**src/rtl/rtp_header_length_parser_defines.svh**
```systemverilog
// ---------------------------------------------------------------------------
// RTP header length parser assertion macros
// Concurrent check wrappers; define ASSERT_OFF to compile them out.
// ---------------------------------------------------------------------------
`ifndef RTP_HEADER_LENGTH_PARSER_DEFINES_SVH
`define RTP_HEADER_LENGTH_PARSER_DEFINES_SVH

`ifndef ASSERT_OFF

`define ASSERT_HOLDS(label, clk, rst, expr) \
   label: assert property (@(posedge clk) disable iff (rst) (expr)) \
      else $error("rtp header length parser: invariant violated");

`define ASSERT_IMPLIES(label, clk, rst, ante, cons) \
   label: assert property (@(posedge clk) disable iff (rst) (ante) |-> (cons)) \
      else $error("rtp header length parser: implication violated");

`define ASSERT_NEXT(label, clk, rst, ante, cons) \
   label: assert property (@(posedge clk) disable iff (rst) (ante) |=> (cons)) \
      else $error("rtp header length parser: next-cycle check violated");

`else

`define ASSERT_HOLDS(label, clk, rst, expr)
`define ASSERT_IMPLIES(label, clk, rst, ante, cons)
`define ASSERT_NEXT(label, clk, rst, ante, cons)

`endif

`endif

```
**src/rtl/rtphl_pkg.sv**
```systemverilog
// ---------------------------------------------------------------------------
// RTP header length parser package
// Shared constants, status codes and pipeline record type.
// ---------------------------------------------------------------------------
package rtphl_pkg;

   localparam int unsigned MAX_PACKET_BYTES_DEFAULT = 65535;
   localparam int unsigned MIN_HEADER_BYTES         = 12;
   localparam int unsigned EXT_LEN_OFFSET           = 14;
   localparam int unsigned HDR_W                    = 19;
   localparam int unsigned PAYLOAD_W                = 16;

   typedef enum logic [1:0] {
      STATUS_OK    = 2'd0,
      STATUS_SHORT = 2'd1,
      STATUS_HDR   = 2'd2,
      STATUS_LONG  = 2'd3
   } status_type;

   typedef struct packed {
      logic             short_pkt;
      logic             long_pkt;
      logic [HDR_W-1:0] len;
      logic [HDR_W-1:0] hdr;
      logic [3:0]       csrc;
      logic             ext;
      logic             padf;
      logic [7:0]       pad_byte;
   } final_type;

endpackage

```
**src/rtl/rtp_header_length_parser.sv**
```systemverilog
// Result path: the final byte's stage loads when that byte is accepted, and the result register
// loads from that stage once the output is not stalled; the result is then held until taken.
// Throughput: one byte per cycle; req_stall rises only while both the final-byte
// stage and the result register hold items and rsp_stall is high.
// Reset: synchronous, active high; clears packet state and both valid flags.
// ---------------------------------------------------------------------------
// RTP header length parser
// Tracks one RTP packet byte by byte, captures CC, X and P from byte 0 and the
// extension length, and on the final byte reports header, payload, padding
// sizes and a status.
// ---------------------------------------------------------------------------
`include "rtp_header_length_parser_defines.svh"

module rtp_header_length_parser #(
   parameter int unsigned MAX_PACKET_BYTES = rtphl_pkg::MAX_PACKET_BYTES_DEFAULT
) (
   input  logic        clock,
   input  logic        reset,
   input  logic        req_valid,
   output logic        req_stall,
   input  logic [7:0]  req_data_byte,
   input  logic        req_last_byte,
   output logic        rsp_valid,
   input  logic        rsp_stall,
   output logic [1:0]  rsp_status,
   output logic        rsp_padding_rejected,
   output logic [18:0] rsp_header_size,
   output logic [15:0] rsp_payload_size,
   output logic [7:0]  rsp_padding_size,
   output logic [3:0]  rsp_csrc_total,
   output logic        rsp_has_extension
);

   localparam int unsigned HDR_W = rtphl_pkg::HDR_W;
   localparam int unsigned PAY_W = rtphl_pkg::PAYLOAD_W;
   localparam int unsigned POS_W = $clog2(MAX_PACKET_BYTES + 3);
   localparam int unsigned CMP_W = POS_W + 7;
   localparam logic [POS_W-1:0] POS_MAX = POS_W'(MAX_PACKET_BYTES);
   localparam logic [POS_W-1:0] POS_SAT = POS_W'(MAX_PACKET_BYTES + 1);
   localparam logic [POS_W-1:0] POS_MIN = POS_W'(rtphl_pkg::MIN_HEADER_BYTES);

   // packet state
   logic [POS_W-1:0] pos_ff, pos_in;
   logic [3:0]       cc_ff, cc_in;
   logic             ext_ff, ext_in;
   logic             padf_ff, padf_in;
   logic [15:0]      ew_ff, ew_in;

   // final-byte stage and result register
   logic                  s1_valid_ff, s1_valid_in;
   rtphl_pkg::final_type  s1_ff, s1_in;
   logic                  rsp_valid_ff, rsp_valid_in;
   rtphl_pkg::status_type rsp_status_ff, rsp_status_in;
   logic                  rsp_rej_ff, rsp_rej_in;
   logic [HDR_W-1:0]      rsp_hdr_ff, rsp_hdr_in;
   logic [PAY_W-1:0]      rsp_pay_ff, rsp_pay_in;
   logic [7:0]            rsp_pad_ff, rsp_pad_in;
   logic [3:0]            rsp_cc_ff;
   logic                  rsp_ext_ff;

   logic             accept, fin, out_en, first;
   logic [3:0]       cc_cur;
   logic             ext_cur, padf_cur;
   logic [6:0]       ext_at;
   logic [15:0]      ew_cur;
   logic [POS_W-1:0] len;
   logic             long_pkt;
   logic [HDR_W-1:0] hdr_cur, ext_bytes, rem;

   assign out_en    = !rsp_valid_ff || !rsp_stall;
   assign req_stall = s1_valid_ff && !out_en;
   assign accept    = req_valid && !req_stall;
   assign fin       = accept && req_last_byte;

   // byte-level capture
   always_comb begin
      first    = (pos_ff == '0);
      cc_cur   = first ? req_data_byte[3:0] : cc_ff;
      ext_cur  = first ? req_data_byte[4]   : ext_ff;
      padf_cur = first ? req_data_byte[5]   : padf_ff;
      ext_at   = 7'(rtphl_pkg::EXT_LEN_OFFSET) + {1'b0, cc_cur, 2'b00};
      if (CMP_W'(pos_ff) == CMP_W'(ext_at)) begin
         ew_cur = {req_data_byte, ew_ff[7:0]};
      end else if (CMP_W'(pos_ff) == CMP_W'(ext_at) + CMP_W'(1)) begin
         ew_cur = {ew_ff[15:8], req_data_byte};
      end else begin
         ew_cur = ew_ff;
      end
      len       = pos_ff + POS_W'(1);
      long_pkt  = (len > POS_MAX);
      ext_bytes = ext_cur ? HDR_W'({(17'(ew_cur) + 17'd1), 2'b00}) : '0;
      hdr_cur   = HDR_W'(rtphl_pkg::MIN_HEADER_BYTES) + HDR_W'({cc_cur, 2'b00}) + ext_bytes;

      if (fin) begin
         pos_in  = '0;
         cc_in   = '0;
         ext_in  = 1'b0;
         padf_in = 1'b0;
         ew_in   = '0;
      end else if (accept) begin
         pos_in  = long_pkt ? POS_SAT : len;
         cc_in   = cc_cur;
         ext_in  = ext_cur;
         padf_in = padf_cur;
         ew_in   = ew_cur;
      end else begin
         pos_in  = pos_ff;
         cc_in   = cc_ff;
         ext_in  = ext_ff;
         padf_in = padf_ff;
         ew_in   = ew_ff;
      end

      s1_in.short_pkt = (len < POS_MIN);
      s1_in.long_pkt  = long_pkt;
      s1_in.len       = HDR_W'(len);
      s1_in.hdr       = hdr_cur;
      s1_in.csrc      = cc_cur;
      s1_in.ext       = ext_cur;
      s1_in.padf      = padf_cur;
      s1_in.pad_byte  = req_data_byte;

      s1_valid_in  = fin ? 1'b1 : (out_en ? 1'b0 : s1_valid_ff);
      rsp_valid_in = out_en ? s1_valid_ff : rsp_valid_ff;
   end

   // result evaluation
   always_comb begin
      rem           = s1_ff.len - s1_ff.hdr;
      rsp_status_in = rtphl_pkg::STATUS_OK;
      rsp_rej_in    = 1'b0;
      rsp_hdr_in    = s1_ff.hdr;
      rsp_pay_in    = '0;
      rsp_pad_in    = '0;
      priority if (s1_ff.short_pkt) begin
         rsp_status_in = rtphl_pkg::STATUS_SHORT;
         rsp_hdr_in    = '0;
      end else if (s1_ff.long_pkt) begin
         rsp_status_in = rtphl_pkg::STATUS_LONG;
      end else if (s1_ff.len < s1_ff.hdr) begin
         rsp_status_in = rtphl_pkg::STATUS_HDR;
      end else if (!s1_ff.padf) begin
         rsp_pay_in = PAY_W'(rem);
      end else if (HDR_W'(s1_ff.pad_byte) > rem) begin
         rsp_rej_in = 1'b1;
         rsp_pay_in = PAY_W'(rem);
      end else begin
         rsp_pad_in = s1_ff.pad_byte;
         rsp_pay_in = PAY_W'(rem - HDR_W'(s1_ff.pad_byte));
      end
   end

   always_ff @(posedge clock) begin
      if (reset) begin
         pos_ff       <= '0;
         cc_ff        <= '0;
         ext_ff       <= 1'b0;
         padf_ff      <= 1'b0;
         ew_ff        <= '0;
         s1_valid_ff  <= 1'b0;
         rsp_valid_ff <= 1'b0;
      end else begin
         pos_ff       <= pos_in;
         cc_ff        <= cc_in;
         ext_ff       <= ext_in;
         padf_ff      <= padf_in;
         ew_ff        <= ew_in;
         s1_valid_ff  <= s1_valid_in;
         rsp_valid_ff <= rsp_valid_in;
      end
   end

   always_ff @(posedge clock) begin
      if (fin) begin
         s1_ff <= s1_in;
      end
      if (out_en && s1_valid_ff) begin
         rsp_status_ff <= rsp_status_in;
         rsp_rej_ff    <= rsp_rej_in;
         rsp_hdr_ff    <= rsp_hdr_in;
         rsp_pay_ff    <= rsp_pay_in;
         rsp_pad_ff    <= rsp_pad_in;
         rsp_cc_ff     <= s1_ff.csrc;
         rsp_ext_ff    <= s1_ff.ext;
      end
   end

   assign rsp_valid            = rsp_valid_ff;
   assign rsp_status           = rsp_status_ff;
   assign rsp_padding_rejected = rsp_rej_ff;
   assign rsp_header_size      = rsp_hdr_ff;
   assign rsp_payload_size     = rsp_pay_ff;
   assign rsp_padding_size     = rsp_pad_ff;
   assign rsp_csrc_total       = rsp_cc_ff;
   assign rsp_has_extension    = rsp_ext_ff;

   `ASSERT_IMPLIES(a_err_no_payload, clock, reset, rsp_valid_ff && rsp_status_ff != rtphl_pkg::STATUS_OK, rsp_pay_ff == '0 && rsp_pad_ff == '0 && !rsp_rej_ff)
   `ASSERT_IMPLIES(a_reject_ok, clock, reset, rsp_valid_ff && rsp_rej_ff, rsp_status_ff == rtphl_pkg::STATUS_OK && rsp_pad_ff == '0)
   `ASSERT_NEXT(a_state_cleared, clock, reset, req_valid && !req_stall && req_last_byte, pos_ff == '0 && ew_ff == '0 && s1_valid_ff)
   `ASSERT_HOLDS(a_pos_saturates, clock, reset, pos_ff <= POS_SAT)

endmodule
```
**config.mk**
```make
export PLATFORM = sky130hd
export DESIGN_NAME = rtp_header_length_parser
export DESIGN_NICKNAME = d
export VERILOG_FILES = /design/src/rtl/rtphl_pkg.sv /design/src/rtl/rtp_header_length_parser.sv
export VERILOG_INCLUDE_DIRS = /design/src /design/src/rtl
export SDC_FILE = /design/constraint.sdc
export NUM_CORES = 1
export LEC_CHECK = 0
export ABC_AREA = 1
export BUFFER_PORTS_ARGS = -buffer_cell sky130_fd_sc_hd__buf_2
export CAP_MARGIN = 5
export CORE_ASPECT_RATIO = 1.1
export CORE_UTILIZATION = 45
export CTS_CLUSTER_DIAMETER = 120
export DETAILED_ROUTE_END_ITERATION = 12
export MAX_ROUTING_LAYER = met4
export PLACE_DENSITY = 0.61
export SETUP_SLACK_MARGIN = 0.3
export SYNTH_ARGS = -nofsm -noshare
export SYNTH_HDL_FRONTEND = slang
export SYNTH_SLANG_ARGS = --single-unit
```
**constraint.sdc**
```tcl
create_clock -name clock -period 8.1 [get_ports clock]
set_input_delay 0.81 -clock clock [delete_from_list [all_inputs] [get_ports clock]]
set_output_delay 0.81 -clock clock [all_outputs]
set_load 0.02 [all_outputs]
```
==> reports/qor.yml <==
status: "completed"
viasPerCell: 5.08
area_growth_syn_to_layout_pct: 12.5
drt_wl_total_um: 21300
setup.worst_path.start: "pos_ff[0]"
grt_use_met1_pct: 26.3
setup_violations: 0
slew_violations: 0
clock.fmax_ghz: 0.191
grt_max_degree: 51
hold-worst-slack_ns: 0.419
gp_routability_congestion: 0.940
netlist_top_cells_area: "edfxtp_1 (33%), dfxtp_1 (9.2%), nand2_1 (9.0%)"
peakVddDrop_mv: 0.153
dr.pass1.iters: 5
critPathRequiredTime_ns: 8.28
path_class: "flop to flop"
clock_latency_ns: 0.43
top_level_ports: 66
fillCellCount: 1863
synthArstFlopShare_pct: 0
cts_tree: "done"
synth-main-ff-cell: "edfxtp_1"
num_rows: 53
p_per_area_nw_per_um2: 196
grt.overflow.total: 0
cts_buffer_depth: 2
cts_num_sinks: 140
maxCapViolCount: 0
rsz0062_at_grt: "false"
dieArea_sq_um: 20400
hold_buffers: 0
numPortBuffers: 63
max_slew_margin_pct: 45.4
hold_viol: 0
core_sq_um: 19200
crit_fanout: 16
final_layout_size_suffix_gt1_share_pct: 15.9
ys_ff_latch: 140
finalSetupTns_ns: 0
multiInputGateArea_sq_um: 4330
synth.most_common_cell: "nand2_1"
r2r-start: "pos_ff[0]"
cts_buffers: 17
critPathMostFrequentCell: "nand2_1"
htree_levels: 4
cts_setup_buffers: 0
cpPeakStageDelay_ns: 0.34
first_iter_violations: 469
die_h_um: 150
syn_area_sq_um: 8910
ff_latch_area_sq_um: 3790
crit_path_end_kind: "flop"
clkTransAtPathRegs_ns: 0.07
tightest_slew_ns: 0.818
antenna_left: 0
path_delay_family: "simple AND/OR/NAND/NOR gates"
p_leak_nw: 4.65
r2r_cells: 32
grt_pass1_vias: 6976
worst_ep_arrival_time_ns: 5.42
wl_per_cell_um: 15.1
stdcell_count: 1416
vias: 7195
syn_area_per_cell_sq_um: 8.13
grt_antenna_before_repair: 0
synth_edf_count: 99
cts_resized: 0
diodes: 0
use_met3_pct: 3.56
numPlacedInstances: 1384
syn_inst: 1095
ys_types: 47
min_path_cells: 0
grt_pass1_wl_um: 34800
hold_start: "s1_ff[12]"
grt.total_usage_pct: 23.0
period_minus_slack_ns: 5.24
yosys_warnings: 0
hold_path.class: "flop to flop"
yosysTopAreaCellShare_pct: 33.4
hpwl_um: 16400
grtUsageMet2_pct: 39.4
top_usage_layer: "met2"
initial_core_util_pct: 46.3
finalClockSkew_ns: 0.0128
synth_common_cells: "nand2_1 (213), inv_1 (168), nor2_1 (105)"
ys_seq_area_share_pct: 42.6
slowest_stage: "nor2_4"
synth.largest_area_cell: "edfxtp_1"
fin_crit_sh_pct: 64.7
cp.depth: 32
ctsRootBufferMaster: "clkbuf_16"
drc: 0
crit_buf_inv: 4
die_w_um: 136
startpoint_type: "flop"
layout.nets: 1214
-- cell type report --
| cell class | count | area share [%] |
|---|---|---|
| Tap cell | 247 | 3.09 |
| Clock buffer | 17 | 4.25 |
| Inverter | 176 | 6.60 |
| Clock inverter | 15 | 1.52 |
| Multi-Input combinational cell | 754 | 43.2 |
| Sequential cell | 140 | 37.9 |
| Timing Repair Buffer | 67 | 3.45 |
-- through the flow --
stage	area (sq um)	setup slack [ns]	power [W]	utilization, %
2_1_floorplan	8910	3.62	0.00112	-
3_3_place_gp	9440	3.20	0.00121	49.1
3_5_place_dp	9440	2.96	0.00121	49.1
4_1_cts	10000	2.91	0.00198	52.1
5_1_grt	10000	2.49	0.00207	52.1
6_report	10000	2.86	0.00197	52.1
-- state kept, by name (all words and copies together) (netlist names), 2 cells and up --
| signal | cells |
|---|---|
| rsp_csrc_total | 4 |
| rsp_status | 2 |
| rsp_payload_size | 16 |
| ew_ff | 16 |
| s1_ff | 50 |
| pos_ff | 17 |
| rsp_header_size | 17 |
| cc_ff | 4 |
| rsp_padding_size | 8 |
-- cells by family after synthesis --
logic type      after synthesis  share of synthesized area [%]
simple gates                519                           28.8
buf+inv                     202                           9.09
compound gates              146                           8.88
flops                       140                           42.6
fa+ha+maj                    45                           6.49
xor+xnor                     42                           4.13
other cells                   1                         0.0421
-- layer usage --
layer	routed length, um	part of all wire, %	up-vias
met2	10700	50	142
met1	9280	44	3300
met5	0	0	-
li1	-	-	3708
met4	639	3.0	0
met3	710	3.3	45
-- power by group --
group          switching [W]  internal (W)
clock               0.000333      0.000433
combinational       0.000267      0.000124
sequential         0.0000118      0.000797
total               0.000612       0.00135
-- path summary, 6_finish.rpt --
path	endpoint	slack, ns
hold / removal	rsp_csrc_total[2]	0.42
setup reg to reg	s1_ff[28]	2.86
setup / recovery	s1_ff[28]	2.86
hold reg to reg	rsp_csrc_total[2]	0.42
-- placed cells by master, fill, tap and decap left out, types with 3 or more instances in the layout --
cell       netlist  routed
nor2_2          15      15
nand3_1         65      65
and3_1           3       3
o21ai_0         42      42
nor4_1           5       5
xnor2_1          8       8
clkinv_4         0       3
clkbuf_16        0      17
buf_4            2       4
nand4_1         31      31
o21a_1           4       4
dfxtp_1         41      41
nor2_1         105     104
inv_1          168     168
o211ai_1         9       9
a21oi_1         80      79
nand3_2         11      11
nor3_1          15      15
nor2_8           4       4
nand2_1        213     213
edfxtp_1        99      99
inv_6            0       5
inv_8            0       3
o21ai_1          4       3
buf_2            2      63
nor2_4           8       9
ha_1            43      43
nand2_2         25      25
inv_2            7       7
nand2_4          7       7
xor2_1          34      34
Note: power is estimated with default switching activity, not from simulation.
